## src/design/wfeg_pkg.sv

```systemverilog
// Shared types and constants for the wheel frame event generator.
package wfeg_pkg;

  localparam int AXIS_BITS  = 10;
  localparam int NUM_AXES   = 3;
  localparam int AXES_BITS  = NUM_AXES * AXIS_BITS;
  localparam int BTN_BITS   = 32;
  localparam int KIND_COUNT = 5;
  localparam int FRAME_BYTES = 6;
  localparam int IN_DATA_BITS  = 8 * FRAME_BYTES;
  // button word plus three axes, padded to whole bytes
  localparam int OUT_DATA_BITS = 64;
  localparam int KIND_BITS  = 3;
  localparam int CFG_INDEX_BITS = 2;
  localparam int CFG_DATA_BITS  = 10;

  typedef logic [AXIS_BITS-1:0]  axis_t;
  typedef logic [BTN_BITS-1:0]   btn_t;
  typedef logic [KIND_COUNT-1:0] kind_mask_t;

  typedef enum logic [KIND_BITS-1:0] {
    KIND_PRESSED  = 3'd0,
    KIND_RELEASED = 3'd1,
    KIND_UPDATE   = 3'd2,
    KIND_MOVED    = 3'd3,
    KIND_ARRIVED  = 3'd4
  } kind_t;

  typedef enum logic [CFG_INDEX_BITS-1:0] {
    CFG_EVENT_MASK    = 2'd0,
    CFG_RECOVER_LOST  = 2'd1,
    CFG_MOVE_DEADBAND = 2'd2
  } cfg_index_t;

  // Bits 19..18 of the button word are always reported on edge records.
  localparam btn_t STICKY_BTN_MASK = 32'h000C_0000;

  localparam kind_mask_t EVENT_MASK_RESET    = 5'd31;
  localparam axis_t      MOVE_DEADBAND_RESET = 10'd1;

endpackage

```

## src/design/wheel_frame_event_generator_unit.sv

```systemverilog
// Wheel frame event generator: unpacks port frames and emits masked event records.
//
// Usage:
//   s_axis_* takes one six-byte port frame per beat. m_axis_* gives event
//   records: tuser carries the event kind, tdata the button word and the
//   three axis positions, tlast marks the final record of a frame. The cfg_*
//   channel writes event_mask (index 0), recover_lost (1) and move_deadband
//   (2); it is always ready and leaves the user to write it only while idle.
//
// Timing and flow:
//   A frame is decoded and compared against the held button and axis state
//   in the cycle it is accepted; its records are queued in a frame register
//   as a pending-kind mask. One record per cycle, while the receiver is
//   ready, moves from there into the output register, lowest kind first,
//   so a record is seen only after passing both registers. A frame yields
//   up to five records; the next frame is taken in the same cycle the last
//   record of the current one moves to the output register. A frame with no
//   enabled event updates the state and emits nothing, one frame per cycle.
//
// Reset: clears the pending mask, the output valid, the button and reported
// axis state, and loads the register defaults (mask 31, recovery off,
// deadband 1).
// Stall: while the receiver holds tready low the output register holds its
// record, the frame register keeps its pending kinds and s_axis_tready drops
// once no record can advance.
module wheel_frame_event_generator_unit (
  input  logic clk,
  input  logic rst,
  // frame input
  input  logic                                s_axis_tvalid,
  output logic                                s_axis_tready,
  // [7:0] port_byte_a, [15:8] port_byte_b, [23:16] port_byte_c,
  // [31:24] port_byte_d, [39:32] port_byte_e, [47:40] port_byte_f
  input  logic [wfeg_pkg::IN_DATA_BITS-1:0]   s_axis_tdata,
  // record output
  output logic                                m_axis_tvalid,
  input  logic                                m_axis_tready,
  // [31:0] button_word, [41:32] pos_x, [51:42] pos_y, [61:52] pos_z, [63:62] zero
  output logic [wfeg_pkg::OUT_DATA_BITS-1:0]  m_axis_tdata,
  // [2:0] event_kind
  output logic [wfeg_pkg::KIND_BITS-1:0]      m_axis_tuser,
  // last_record
  output logic                                m_axis_tlast,
  // configuration writes
  input  logic                                cfg_valid,
  output logic                                cfg_ready,
  input  logic [wfeg_pkg::CFG_INDEX_BITS-1:0] cfg_index,
  input  logic [wfeg_pkg::CFG_DATA_BITS-1:0]  cfg_data
);

  // Configuration registers
  wfeg_pkg::kind_mask_t event_mask;
  logic                 recover_lost;
  wfeg_pkg::axis_t      move_deadband;

  // Held state across frames
  wfeg_pkg::btn_t                   buttons_now;
  logic [wfeg_pkg::AXES_BITS-1:0]   axes_reported;

  // Frame register: pending kinds and what the records carry
  wfeg_pkg::kind_mask_t             pend;
  wfeg_pkg::btn_t                   frame_btn;
  wfeg_pkg::btn_t                   frame_press;
  wfeg_pkg::btn_t                   frame_release;
  logic [wfeg_pkg::AXES_BITS-1:0]   frame_axes;

  // Output register
  logic                             out_valid;
  wfeg_pkg::kind_t                  out_kind;
  wfeg_pkg::btn_t                   out_word;
  logic [wfeg_pkg::AXES_BITS-1:0]   out_axes;
  logic                             out_last;

  // Decode of the incoming frame
  wfeg_pkg::axis_t                  in_x, in_y, in_z;
  wfeg_pkg::btn_t                   in_btn, in_down, in_up;
  logic [wfeg_pkg::AXES_BITS-1:0]   in_axes;
  logic                             in_moved;
  wfeg_pkg::kind_mask_t             in_events, in_pend;

  // Record selection
  wfeg_pkg::kind_mask_t             pick, pend_rest;
  wfeg_pkg::kind_t                  pick_kind;
  wfeg_pkg::btn_t                   pick_word;
  logic                             out_load;
  logic                             s_accept;

  assign cfg_ready = 1'b1;

  always_comb begin
    in_x = {s_axis_tdata[7:0], s_axis_tdata[15:14]};
    in_y = {s_axis_tdata[13:8], s_axis_tdata[23:20]};
    in_z = {s_axis_tdata[19:16], s_axis_tdata[31:26]};
    in_btn = {s_axis_tdata[39:32], s_axis_tdata[47:44], s_axis_tdata[25:24], 18'd0};
    in_down = in_btn & ~buttons_now;
    in_up   = buttons_now & ~in_btn;
    in_axes = {in_z, in_y, in_x};
  end

  // Moved when any axis strays more than the deadband from the last report.
  always_comb begin
    wfeg_pkg::axis_t a_old;
    wfeg_pkg::axis_t a_new;
    wfeg_pkg::axis_t diff;
    in_moved = 1'b0;
    for (int k = 0; k < wfeg_pkg::NUM_AXES; k++) begin
      a_old = axes_reported[k*wfeg_pkg::AXIS_BITS +: wfeg_pkg::AXIS_BITS];
      a_new = in_axes[k*wfeg_pkg::AXIS_BITS +: wfeg_pkg::AXIS_BITS];
      diff = (a_old > a_new) ? (a_old - a_new) : (a_new - a_old);
      if (diff > move_deadband) begin
        in_moved = 1'b1;
      end
    end
  end

  always_comb begin
    in_events = '0;
    in_events[wfeg_pkg::KIND_PRESSED]  = |in_down;
    in_events[wfeg_pkg::KIND_RELEASED] = |in_up;
    in_events[wfeg_pkg::KIND_UPDATE]   = |(in_down | in_up);
    in_events[wfeg_pkg::KIND_MOVED]    = in_moved;
    in_events[wfeg_pkg::KIND_ARRIVED]  = 1'b1;
    in_pend = in_events & event_mask;
    // recovery mode forces the update record regardless of the mask
    in_pend[wfeg_pkg::KIND_UPDATE] = in_pend[wfeg_pkg::KIND_UPDATE] | recover_lost;
  end

  // Lowest pending kind goes first.
  always_comb begin
    pick = pend & (~pend + wfeg_pkg::kind_mask_t'(1));
    pend_rest = pend & ~pick;
    pick_kind = wfeg_pkg::KIND_ARRIVED;
    if (pick[wfeg_pkg::KIND_PRESSED]) begin
      pick_kind = wfeg_pkg::KIND_PRESSED;
    end else if (pick[wfeg_pkg::KIND_RELEASED]) begin
      pick_kind = wfeg_pkg::KIND_RELEASED;
    end else if (pick[wfeg_pkg::KIND_UPDATE]) begin
      pick_kind = wfeg_pkg::KIND_UPDATE;
    end else if (pick[wfeg_pkg::KIND_MOVED]) begin
      pick_kind = wfeg_pkg::KIND_MOVED;
    end
    unique case (pick_kind)
      wfeg_pkg::KIND_PRESSED:  pick_word = frame_press;
      wfeg_pkg::KIND_RELEASED: pick_word = frame_release;
      default:                 pick_word = frame_btn;
    endcase
  end

  assign out_load      = (|pend) && (!out_valid || m_axis_tready);
  assign s_axis_tready = (pend == '0) || (out_load && (pend_rest == '0));
  assign s_accept      = s_axis_tvalid && s_axis_tready;

  // Configuration registers
  always_ff @(posedge clk) begin
    if (rst) begin
      event_mask    <= wfeg_pkg::EVENT_MASK_RESET;
      recover_lost  <= 1'b0;
      move_deadband <= wfeg_pkg::MOVE_DEADBAND_RESET;
    end else if (cfg_valid && cfg_ready) begin
      unique case (cfg_index)
        wfeg_pkg::CFG_EVENT_MASK:
          event_mask <= cfg_data[wfeg_pkg::KIND_COUNT-1:0];
        wfeg_pkg::CFG_RECOVER_LOST:
          recover_lost <= cfg_data[0];
        wfeg_pkg::CFG_MOVE_DEADBAND:
          move_deadband <= cfg_data[wfeg_pkg::AXIS_BITS-1:0];
        default: ;
      endcase
    end
  end

  // Held state and pending mask; a new frame is only taken once the last
  // pending record leaves, so it simply replaces the mask.
  always_ff @(posedge clk) begin
    if (rst) begin
      buttons_now   <= '0;
      axes_reported <= '0;
      pend          <= '0;
    end else begin
      if (s_accept) begin
        buttons_now <= in_btn;
        if (in_moved) begin
          axes_reported <= in_axes;
        end
        pend <= in_pend;
      end else if (out_load) begin
        pend <= pend_rest;
      end
    end
  end

  // Frame payload
  always_ff @(posedge clk) begin
    if (s_accept) begin
      frame_btn     <= in_btn;
      frame_press   <= in_down | (in_btn & wfeg_pkg::STICKY_BTN_MASK);
      frame_release <= in_up | (in_btn & wfeg_pkg::STICKY_BTN_MASK);
      frame_axes    <= in_axes;
    end
  end

  // Output register
  always_ff @(posedge clk) begin
    if (rst) begin
      out_valid <= 1'b0;
    end else if (out_load) begin
      out_valid <= 1'b1;
    end else if (m_axis_tready) begin
      out_valid <= 1'b0;
    end
  end

  always_ff @(posedge clk) begin
    if (out_load) begin
      out_kind <= pick_kind;
      out_word <= pick_word;
      out_axes <= frame_axes;
      out_last <= (pend_rest == '0);
    end
  end

  assign m_axis_tvalid = out_valid;
  assign m_axis_tuser  = out_kind;
  assign m_axis_tlast  = out_last;
  assign m_axis_tdata  = {2'b00, out_axes, out_word};

  // A frame with more than one record left must hold off the next frame.
  a_hold_input: assert property (@(posedge clk) disable iff (rst)
    ($countones(pend) > 1) |-> !s_axis_tready)
    else $error("frame accepted while several records still pending");

  // Recovery mode always queues the update record.
  a_recover_update: assert property (@(posedge clk) disable iff (rst)
    (s_accept && recover_lost) |=> pend[wfeg_pkg::KIND_UPDATE])
    else $error("update record missing in recovery mode");

  // Moving the final record out empties the frame register.
  a_last_drains: assert property (@(posedge clk) disable iff (rst)
    (out_load && (pend_rest == '0) && !s_accept) |=> (pend == '0))
    else $error("pending kinds left after final record");

endmodule
```

## config.mk

```make
export PLATFORM = sky130hd
export DESIGN_NAME = wheel_frame_event_generator_unit
export DESIGN_NICKNAME = d
export VERILOG_FILES = /design/src/design/wfeg_pkg.sv /design/src/design/wheel_frame_event_generator_unit.sv
export SDC_FILE = /design/constraint.sdc
export NUM_CORES = 1
export LEC_CHECK = 0
export ABC_AREA = 0
export BUFFER_PORTS_ARGS = -buffer_cell sky130_fd_sc_hd__clkbuf_2
export CAP_MARGIN = 30
export CORE_MARGIN = 2
export CORE_UTILIZATION = 53
export DETAILED_ROUTE_END_ITERATION = 8
export PLACE_DENSITY = 0.77
export SLEW_MARGIN = 40
export SYNTH_ARGS = -nofsm -noshare
export SYNTH_HDL_FRONTEND = slang
export SYNTH_SLANG_ARGS = --single-unit
```

## constraint.sdc

```tcl
create_clock -name clk -period 3.8 [get_ports clk]
set_clock_uncertainty 0.2 [all_clocks]
set_input_delay 0 -clock clk [delete_from_list [all_inputs] [get_ports clk]]
set_output_delay 0 -clock clk [all_outputs]
set_load 0.02 [all_outputs]
```

==> flow_metrics.py, run 1 <==
metrics = {
    "grt": {
        "grt_pass1_wl_um": 45300,
        "grt_start_max_net_pins": 92,
        "grt_pass1_vias": 9072,
        "grt.overflow.total": 0,
        "gr-usage-all-layers_pct": 26.0,
        "antenna_found_initial": 0,
    },
    "power_and_ir_drop": {
        "pwr-share-clk_pct": 12.1,
        "switching_power_w": 0.00692,
        "switching_share_pct": 45.5,
        "fin_total_pwr_w": 0.0152,
        "p_seq_share_pct": 24.5,
        "p_per_area_mw_per_mm2": 1070,
        "comb_power_share_pct": 63.4,
        "p_int_w": 0.00830,
        "ir_drop_uv": 837,
        "p_leak_nw": 6.09,
    },
    "routing": {
        "avgRoutedWirePerCell_um": 18.1,
        "routed_wl_um": 29300,
        "drtIter0Drc": 762,
        "detail-route-antenna-nets": 0,
        "drc": 0,
        "firstDrtPassIters": 5,
        "viasPerCell": 5.76,
        "vias": 9318,
    },
    "worst_setup_path": {
        "worst_setup_path_end_kind": "flop",
        "r2r_end": "axes_reported[21]$_SDFFE_PP0P_",
        "arrival_ns": 4.15,
        "worstPathRequired_ns": 3.93,
        "timing.rr.start": "axes_reported[0]$_SDFFE_PP0P_",
        "rrSetupSlack_ns": -0.23,
        "reg2reg_depth": 20,
        "startpoint_type": "flop",
        "path_max_fanout": 6,
        "crit_type": "reg -> reg",
    },
    "logic_synthesis": {
        "yosysUniqueCellTypes": 63,
        "synthArstFlopShare_pct": 0,
        "synth_top_area_share_pct": 32.3,
        "synth_ff_type": "edfxtp_1",
        "netlist_top_cells_area": "edfxtp_1, ha_1, dfxtp_1",
        "ys_seq_area_share_pct": 44.2,
        "synth_warnings": 0,
        "avgSynthCellArea_um2": 10.1,
        "synth-edff-count": 120,
        "synth.top_cells.by_count": "edfxtp_1, ha_1, inv_1",
        "syn_inst": 1105,
        "yosys_register_bits": 186,
        "synth_most_common_cell": "edfxtp_1",
        "synth_top_area_cell": "edfxtp_1",
        "syn_area_mm2": 0.0111,
    },
    "floorplan": {
        "ios": 136,
        "fp.dieArea_mm2": 0.0222,
        "start_util_pct": 53.5,
        "row_count": 53,
        "die_x_um": 149,
        "core-area_mm2": 0.0208,
        "die_h_um": 149,
    },
    "timing": {
        "fin_hold_ws_ns": 0.113,
        "finalCritPeriodShare_pct": 106,
        "worst_pin_slew_ns": 0.867,
        "maxSlewHeadroom_pct": 42.2,
        "finalCriticalPeriod_ns": 4.03,
        "setup_viol": 31,
        "slew_violations": 0,
        "hold_viol": 0,
        "clock.fmax_mhz": 248,
        "setup_ws_ns": -0.227,
        "grt_setup_unrepaired": "true",
    },
    "finish": {
        "fill_cells": 1497,
        "drive_gt1_share_pct": 23.5,
        "area_delta_synth_final_pct": 27.7,
        "diodes": 0,
        "post-route-util_pct": 68.3,
        "final_nets": 1518,
    },
    "min_path": {
        "hold_class": "in -> reg",
        "min_to": "frame_btn[27]$_DFFE_PP_",
        "hold_depth": 2,
        "min-delay-start": "s_axis_tdata[35]",
    },
    "run": {
        "cap_violations": 0,
    },
    "clock_network": {
        "htree_levels": 4,
        "cts_made_buffers": 17,
        "clock_latency_ns": 0.44,
        "clk_pin_slew_ns": 0.08,
        "cts_tree": "done",
        "cts.path.max_buffers": 2,
        "cts_root_buf": "clkbuf_16",
        "cts_sinks": 186,
    },
    "run_status": {
        "run_status": "complete, but fails checks",
        "violations": "negative setup slack",
    },
    "place": {
        "post-place-ws_ns": -0.454,
        "hpwl_um": 18700,
        "io_buffers": 110,
        "gp_congestion": 0.882,
    },
}
==> kinds of logic (layout without fill, tap and decap cells) <==
family / after synthesis / in the layout / share of synthesized area, %
simple gates: 293 / 293 / 13.0
compound gates: 223 / 223 / 13.7
buf+inv: 196 / 415 / 7.74
flops: 186 / 186 / 44.2
fa+ha+maj: 124 / 124 / 14.3
mux: 57 / 57 / 5.15
xor+xnor: 24 / 24 / 1.89
other cells: 2 / 21 / 0.0674
==> how the worst max path moves through the flow <==
stage                     slack, ns                              to                     startpoint
after floorplan                0.05  axes_reported[20]$_SDFFE_PP0P_  axes_reported[0]$_SDFFE_PP0P_
after global placement        -0.38            pend[3]$_SDFFE_PP0P_  axes_reported[0]$_SDFFE_PP0P_
after detailed placement      -0.45            pend[3]$_SDFFE_PP0P_  axes_reported[0]$_SDFFE_PP0P_
after CTS                     -0.17  axes_reported[14]$_SDFFE_PP0P_  axes_reported[0]$_SDFFE_PP0P_
after global routing          -0.40  axes_reported[22]$_SDFFE_PP0P_  axes_reported[0]$_SDFFE_PP0P_
final                         -0.23  axes_reported[21]$_SDFFE_PP0P_  axes_reported[0]$_SDFFE_PP0P_
==> cell type report <==
type                       instances  area, µm²  area share [%]
inverter                         112        428            3.01
timing repair buffer             271       2190            15.4
clock buffer                      17        425            2.99
sequential                       186       4930            34.6
tap                              275        344            2.42
clock inverter                    15        190            1.34
multi-input combinational        742       5730            40.2
==> cell usage in the layout (no fill, tap or decap), types with 9 or more instances in the layout <==
master         count
a21o_1            14
a21oi_1           54
a32oi_1           26
buf_12            12
buf_4             71
clkbuf_16         17
clkbuf_2         110
conb_1            21
dfxtp_1           64
dlygate4sd3_1     65
edfxtp_1         120
ha_1             112
inv_1            107
mux2i_1           48
nand2_1           45
nand3_1           36
nand4_1           43
nor2_1           105
nor2b_1            9
o2111ai_1         27
o21ai_0           40
xnor2_1           10
xor2_1            13
==> what timing repair did <==
item | CTS | global route
cloned | 5 | 0
endpoints found under the setup margin | 31 | 31
resized for setup | 43 | 39
endpoints found under the hold margin | 146 | 0
setup buffers | 8 | 8
hold buffers | 65 | 0
pin swaps | 56 | 40
==> stage by stage <==
stage | setup TNS, ns | instances | area (µm²)
after floorplan | 0 | 1124 | 11200
after global placement | -5.86 | 1500 | 12400
after detailed placement | -7.36 | 1500 | 12400
after CTS | -4.44 | 1610 | 14000
after global routing | -10.81 | 1618 | 14200
final | -5.55 | 1618 | 14200
==> worst max-delay path, cell delays in order, from the launching register on <==
cell and delay, ns:
dfxtp_2 0.33, inv_2 0.07, ha_4 0.12, inv_2 0.04
fa_2 0.35, nand3_2 0.09, a21oi_2 0.06, nor3_2 0.18
o21a_2 0.20, mux2i_2 0.24, xor2_1 0.20, ha_1 0.29
a21o_1 0.19, a21o_1 0.19, a2111oi_4 0.30, buf_4 0.18
nor3_4 0.05, buf_12 0.16, buf_16 0.14, a32oi_1 0.21
nand3_1 0.10
==> state kept, by name, indices dropped and copies added (netlist names), 10 cells and up <==
register,count
axes_reported,30
buttons_now,14
frame_axes,30
frame_btn,14
frame_press,14
frame_release,14
move_deadband,10
out_axes,30
out_word,14
==> power groups by stage <==
stage / clock, W / sequential, W / combinational [W]
after global routing: 0.00194 / 0.00381 / 0.0103
final: 0.00184 / 0.00373 / 0.00965
after global placement: 0 / 0.00373 / 0.00753
after detailed placement: 0 / 0.00376 / 0.00772
after floorplan: 0 / 0.00403 / 0.00455
after CTS: 0.00186 / 0.00373 / 0.00907
==> per-layer routing <==
layer  wire length (µm)  track usage (%)  part of all wire [%]  vias up
met2              14100             44.1                    48      405
met5                  0                0                     0        -
met4                827             10.1                   2.8        0
li1                   -                -                     -     4408
met3               1990             4.59                   6.8       78
met1              12400             33.1                    42     4427
Power figures use the tool's default switching activity.
==> inputs of run 2 (changes only) <==
--- a/config.mk
+++ b/config.mk
@@ -8,10 +8,12 @@
 export ABC_AREA = 0
 export BUFFER_PORTS_ARGS = -buffer_cell sky130_fd_sc_hd__clkbuf_2
 export CAP_MARGIN = 30
+export CELL_PAD_IN_SITES_DETAIL_PLACEMENT = 1
+export CELL_PAD_IN_SITES_GLOBAL_PLACEMENT = 1
 export CORE_MARGIN = 2
-export CORE_UTILIZATION = 53
+export CORE_UTILIZATION = 46
 export DETAILED_ROUTE_END_ITERATION = 8
-export PLACE_DENSITY = 0.77
+export PLACE_DENSITY_LB_ADDON = 0.1
 export SLEW_MARGIN = 40
 export SYNTH_ARGS = -nofsm -noshare
 export SYNTH_HDL_FRONTEND = slang
==> constraint.sdc (replaced) <==
create_clock -name clk -period 4.2 [get_ports clk]
set_clock_uncertainty 0.2 [all_clocks]
set_input_delay 0 -clock clk [delete_from_list [all_inputs] [get_ports clk]]
set_output_delay 0 -clock clk [all_outputs]
set_load 0.02 [all_outputs]
==> flow_metrics.py, run 2 (synthesis gave the netlist of run 1 again) <==
metrics = {
    "place": {
        "io_buffers": 110,
        "gp_congestion": 0.838,
        "hpwl_um": 21400,
        "placed_area_mm2": 0.0121,
    },
    "worst_setup_path": {
        "worst_setup_path_end_kind": "flop",
        "worstPathRequired_ns": 4.32,
        "arrival_ns": 4.27,
        "crit_type": "reg -> reg",
        "startpoint_type": "flop",
        "path_max_fanout": 12,
    },
    "finish": {
        "fill_cells": 2593,
        "mostFrequentLayoutCells": "edfxtp_1, ha_1, clkbuf_2",
        "final_nets": 1474,
        "area_delta_synth_final_pct": 23.5,
        "diodes": 0,
        "final_common_cell": "edfxtp_1",
        "top_regs": "axes_reported x30, frame_axes x30, out_axes x30",
        "final_area_mm2": 0.0138,
        "drive_gt1_share_pct": 19.6,
    },
    "routing": {
        "drc": 0,
        "vias": 9089,
        "drtIter0Drc": 529,
        "routed_wl_um": 32900,
        "viasPerCell": 5.62,
        "detail-route-antenna-nets": 0,
        "avgRoutedWirePerCell_um": 20.3,
        "firstDrtPassIters": 5,
    },
    "grt": {
        "grt_pass1_vias": 9611,
        "grt_pass1_wl_um": 50800,
        "grt.overflow.total": 0,
        "gr-usage-all-layers_pct": 25.0,
        "grt_start_max_net_pins": 61,
        "antenna_found_initial": 0,
    },
    "clock_network": {
        "cts.path.max_buffers": 2,
        "clock_latency_ns": 0.45,
        "clk_pin_slew_ns": 0.08,
        "cts_sinks": 186,
        "htree_levels": 4,
        "cts_root_buf": "clkbuf_16",
        "cts_tree": "done",
        "cts_made_buffers": 17,
    },
    "timing": {
        "fin_hold_ws_ns": 0.0348,
        "clock.fmax_mhz": 241,
        "slew_violations": 0,
        "hold_viol": 0,
        "finalCriticalPeriod_ns": 4.15,
        "maxSlewHeadroom_pct": 45.2,
        "setup_viol": 0,
        "worst_pin_slew_ns": 0.820,
        "finalCritPeriodShare_pct": 98.8,
        "grt_setup_unrepaired": "true",
    },
    "floorplan": {
        "die_x_um": 160,
        "core-area_mm2": 0.0236,
        "ios": 136,
        "fp.dieArea_mm2": 0.0255,
        "start_util_pct": 47.2,
        "row_count": 56,
        "die_h_um": 160,
    },
    "run": {
        "cap_violations": 0,
    },
    "run_status": {
        "run_status": "finished, final reports clean",
    },
    "power_and_ir_drop": {
        "p_leak_nw": 5.83,
        "ir_drop_uv": 1200,
        "p_per_area_mw_per_mm2": 941,
    },
    "min_path": {
        "hold_class": "in -> reg",
    },
}
==> run 2: area by class of cell <==
cell class / instances / area [µm²] / share of cell area, %
multi-input combinational: 742 / 5640 / 41.0
sequential: 186 / 4930 / 35.8
timing repair buffer: 227 / 1730 / 12.5
clock buffer: 17 / 425 / 3.09
inverter: 112 / 423 / 3.07
tap: 319 / 399 / 2.90
clock inverter: 15 / 220 / 1.60
==> run 2: repair_timing <==
action | 4_1_cts | 5_1_grt
endpoints found under the setup margin | 31 | 31
setup buffers | 0 | 7
hold endpoints to repair | 136 | 0
resized for setup | 1 | 58
hold buffers | 66 | 0
pin swaps | 2 | 19
gates cloned | 0 | 3
==> run 2: report_power, final <==
| group | internal [W] | switching (W) |
|---|---|---|
| Combinational | 0.00280 | 0.00501 |
| Sequential | 0.00305 | 0.000330 |
| Clock | 0.000844 | 0.000909 |
==> run 2: stage by stage <==
stage,power (W),std cells,TNS (ns),worst slack (ns),utilization (%)
2_1_floorplan,0.00777,1124,0,0.346,-
3_3_place_gp,0.0101,1510,0,0.0502,51.2
3_5_place_dp,0.0103,1510,0,0.0133,51.2
4_1_cts,0.0122,1608,0,0.00280,56.8
5_1_grt,0.0137,1618,-2.76,-0.119,58.3
6_report,0.0129,1618,0,0.0508,58.3
==> run 2: path summary, 6_finish.rpt <==
path | start | endpoint | slack [ns] | cells after the start
setup / recovery | axes_reported[0]$_SDFFE_PP0P_ | axes_reported[27]$_SDFFE_PP0P_ | 0.05 | 19
hold / removal | s_axis_tvalid | frame_axes[28]$_DFFE_PP_ | 0.03 | 4
setup reg to reg | axes_reported[0]$_SDFFE_PP0P_ | axes_reported[27]$_SDFFE_PP0P_ | 0.05 | 19
hold reg to reg | frame_axes[26]$_DFFE_PP_ | out_axes[26]$_DFFE_PP_ | 0.22 | 0
==> run 2: layer usage <==
| layer | GRT usage [%] | part of all wire [%] |
|---|---|---|
| met5 | 0 | 0 |
| met4 | 7.23 | 1.5 |
| met3 | 4.36 | 4.0 |
| met2 | 44.4 | 50 |
| met1 | 31.2 | 44 |
==> run 2: worst max-delay path, stage by stage, from the launching register on <==
cell and delay [ns]:
dfxtp_2 0.34, inv_2 0.08, ha_4 0.12, inv_2 0.05, fa_2 0.41, nand3_2 0.09, a21oi_2 0.06, nor3_2 0.27
o21a_2 0.23, mux2i_1 0.24, xor2_1 0.21, ha_1 0.28, a21o_1 0.17, a21o_1 0.21, a2111oi_4 0.33, buf_4 0.19
nor3_4 0.07, buf_12 0.17, a32oi_1 0.21, nand3_1 0.10
==> inputs of run 3 (changes only) <==
--- a/config.mk
+++ b/config.mk
@@ -8,7 +8,7 @@
 export ABC_AREA = 0
 export BUFFER_PORTS_ARGS = -buffer_cell sky130_fd_sc_hd__clkbuf_2
 export CAP_MARGIN = 30
-export CELL_PAD_IN_SITES_DETAIL_PLACEMENT = 1
+export CELL_PAD_IN_SITES_DETAIL_PLACEMENT = 0
 export CELL_PAD_IN_SITES_GLOBAL_PLACEMENT = 1
 export CORE_MARGIN = 2
 export CORE_UTILIZATION = 46
==> flow_metrics.py, run 3 (synthesis gave the netlist of run 1 again) <==
metrics = {
    "finish": {
        "drive_gt1_share_pct": 17.8,
        "mostFrequentLayoutCells": "edfxtp_1, ha_1, inv_1, clkbuf_2, nor2_1",
        "final_nets": 1465,
        "post-route-util_pct": 57.3,
        "area_delta_synth_final_pct": 21.5,
        "top_regs": "axes_reported x30, frame_axes x30, out_axes x30",
        "diodes": 0,
        "final_common_cell": "edfxtp_1",
    },
    "routing": {
        "vias": 8758,
        "routed_wl_um": 27800,
        "drtIter0Drc": 523,
        "viasPerCell": 5.44,
        "drc": 0,
        "avgRoutedWirePerCell_um": 17.3,
        "detail-route-antenna-nets": 0,
        "firstDrtPassIters": 5,
    },
    "clock_network": {
        "cts.path.max_buffers": 2,
        "clock_latency_ns": 0.44,
        "cts_root_buf": "clkbuf_16",
        "htree_levels": 4,
        "clk_pin_slew_ns": 0.08,
        "cts_made_buffers": 17,
        "cts_tree": "done",
        "cts_sinks": 186,
    },
    "floorplan": {
        "die_x_um": 160,
        "start_util_pct": 47.2,
        "die_h_um": 160,
        "row_count": 56,
        "fp.dieArea_mm2": 0.0255,
        "core-area_mm2": 0.0236,
        "ios": 136,
    },
    "grt": {
        "gr-usage-all-layers_pct": 22.0,
        "grt_start_max_net_pins": 61,
        "antenna_found_initial": 0,
        "grt_pass1_wl_um": 45000,
        "grt.overflow.total": 0,
        "grt_pass1_vias": 8576,
    },
    "worst_setup_path": {
        "worst_setup_path_end_kind": "flop",
        "path_max_fanout": 9,
        "crit_type": "reg -> reg",
        "reg2reg_depth": 18,
        "critPathLaunch": "axes_reported[20]$_SDFFE_PP0P_",
        "startpoint_type": "flop",
        "cp-endpoint": "pend[3]$_SDFFE_PP0P_",
        "r2r_end": "pend[3]$_SDFFE_PP0P_",
        "worstPathRequired_ns": 4.29,
        "rrSetupSlack_ns": 0.19,
        "arrival_ns": 4.10,
        "timing.rr.start": "axes_reported[20]$_SDFFE_PP0P_",
    },
    "place": {
        "post-place-ws_ns": 0.0504,
        "gp_congestion": 0.838,
        "hpwl_um": 18800,
        "io_buffers": 110,
    },
    "timing": {
        "hold_viol": 0,
        "finalCriticalPeriod_ns": 4.01,
        "slew_violations": 0,
        "setup_ws_ns": 0.187,
        "maxSlewHeadroom_pct": 49.9,
        "clock.fmax_mhz": 249,
        "setup_viol": 0,
        "finalCritPeriodShare_pct": 95.5,
        "grt_setup_unrepaired": "true",
        "worst_pin_slew_ns": 0.751,
        "tns_ns": 0,
    },
    "power_and_ir_drop": {
        "p_per_area_mw_per_mm2": 904,
        "p_leak_nw": 5.75,
        "ir_drop_uv": 721,
    },
    "run_status": {
        "run_status": "finished, final reports clean",
    },
    "run": {
        "cap_violations": 0,
    },
    "min_path": {
        "min-delay-start": "s_axis_tvalid",
        "hold_class": "in -> reg",
    },
}
-- run 3: cell types whose count changed in the layout (fill, tap and decap cells not counted), sizes merged --
cell    delta
buf        -8
clkinv     +2
inv        -2
clkbuf     -1
-- run 3: worst min path at each step --
stage          slack (ns)  cells after the start                       end
2_1_floorplan       -0.10                      0   frame_axes[0]$_DFFE_PP_
3_3_place_gp         0.02                      1   frame_btn[27]$_DFFE_PP_
3_5_place_dp         0.02                      1   frame_btn[27]$_DFFE_PP_
4_1_cts              0.03                      4  frame_axes[26]$_DFFE_PP_
5_1_grt              0.08                      4  frame_axes[26]$_DFFE_PP_
6_report             0.05                      4  frame_axes[28]$_DFFE_PP_
-- run 3: through the flow --
stage                     power [W]  cells  hold WS (ns)  cell area (µm²)
final                        0.0122   1609        0.0467            13500
after global placement       0.0101   1510        0.0192            12100
after floorplan             0.00777   1124        -0.101            11200
after CTS                    0.0119   1608        0.0310            13400
after global routing         0.0131   1609        0.0755            13500
after detailed placement     0.0101   1510        0.0184            12100
-- run 3: what timing repair did --
| item | 4_1_cts | 5_1_grt |
|---|---|---|
| buffers inserted | 0 | 0 |
| setup endpoints to repair | 0 | 31 |
| endpoints found under the hold margin | 137 | 0 |
| resized for setup | 0 | 36 |
| hold buffers | 66 | 0 |
-- run 3: power breakdown --
group          internal [W]  switching (W)  leakage [nW]
combinational       0.00253        0.00468          3.72
clock              0.000829       0.000858         0.303
sequential          0.00305       0.000295          1.73
total               0.00641        0.00583          5.75
-- run 3: metal layers --
layer	vias up	wire length [µm]	global-route usage, %
met5	-	0	0
met4	0	563	7.07
met3	45	1030	3.32
met2	217	13000	36.3
met1	4189	13300	29.9
li1	4307	-	-
-- run 3: critical path, stage by stage, from the launching register on --
cell and delay (ns):
dfxtp_1 0.32, inv_1 0.06, ha_1 0.16, inv_1 0.05, fa_1 0.41, a211oi_2 0.28, o211ai_1 0.18, nand4b_2 0.14
nand2_4 0.13, mux2i_1 0.20, xor2_1 0.24, ha_1 0.29, a21oi_1 0.13, nor2b_1 0.06, o21ai_1 0.26, a31oi_4 0.22
o311ai_2 0.32, buf_4 0.16, a21oi_1 0.05
-- run 3: area by class of cell --
cell class | instances | area, µm²
repair buffers | 218 | 1600
clock inverters | 15 | 204
clock buffers | 17 | 425
flip-flops and latches | 186 | 4920
multi-input cells | 742 | 5560
inverters | 112 | 423
well taps | 319 | 399
fillers | 2106 | 10100
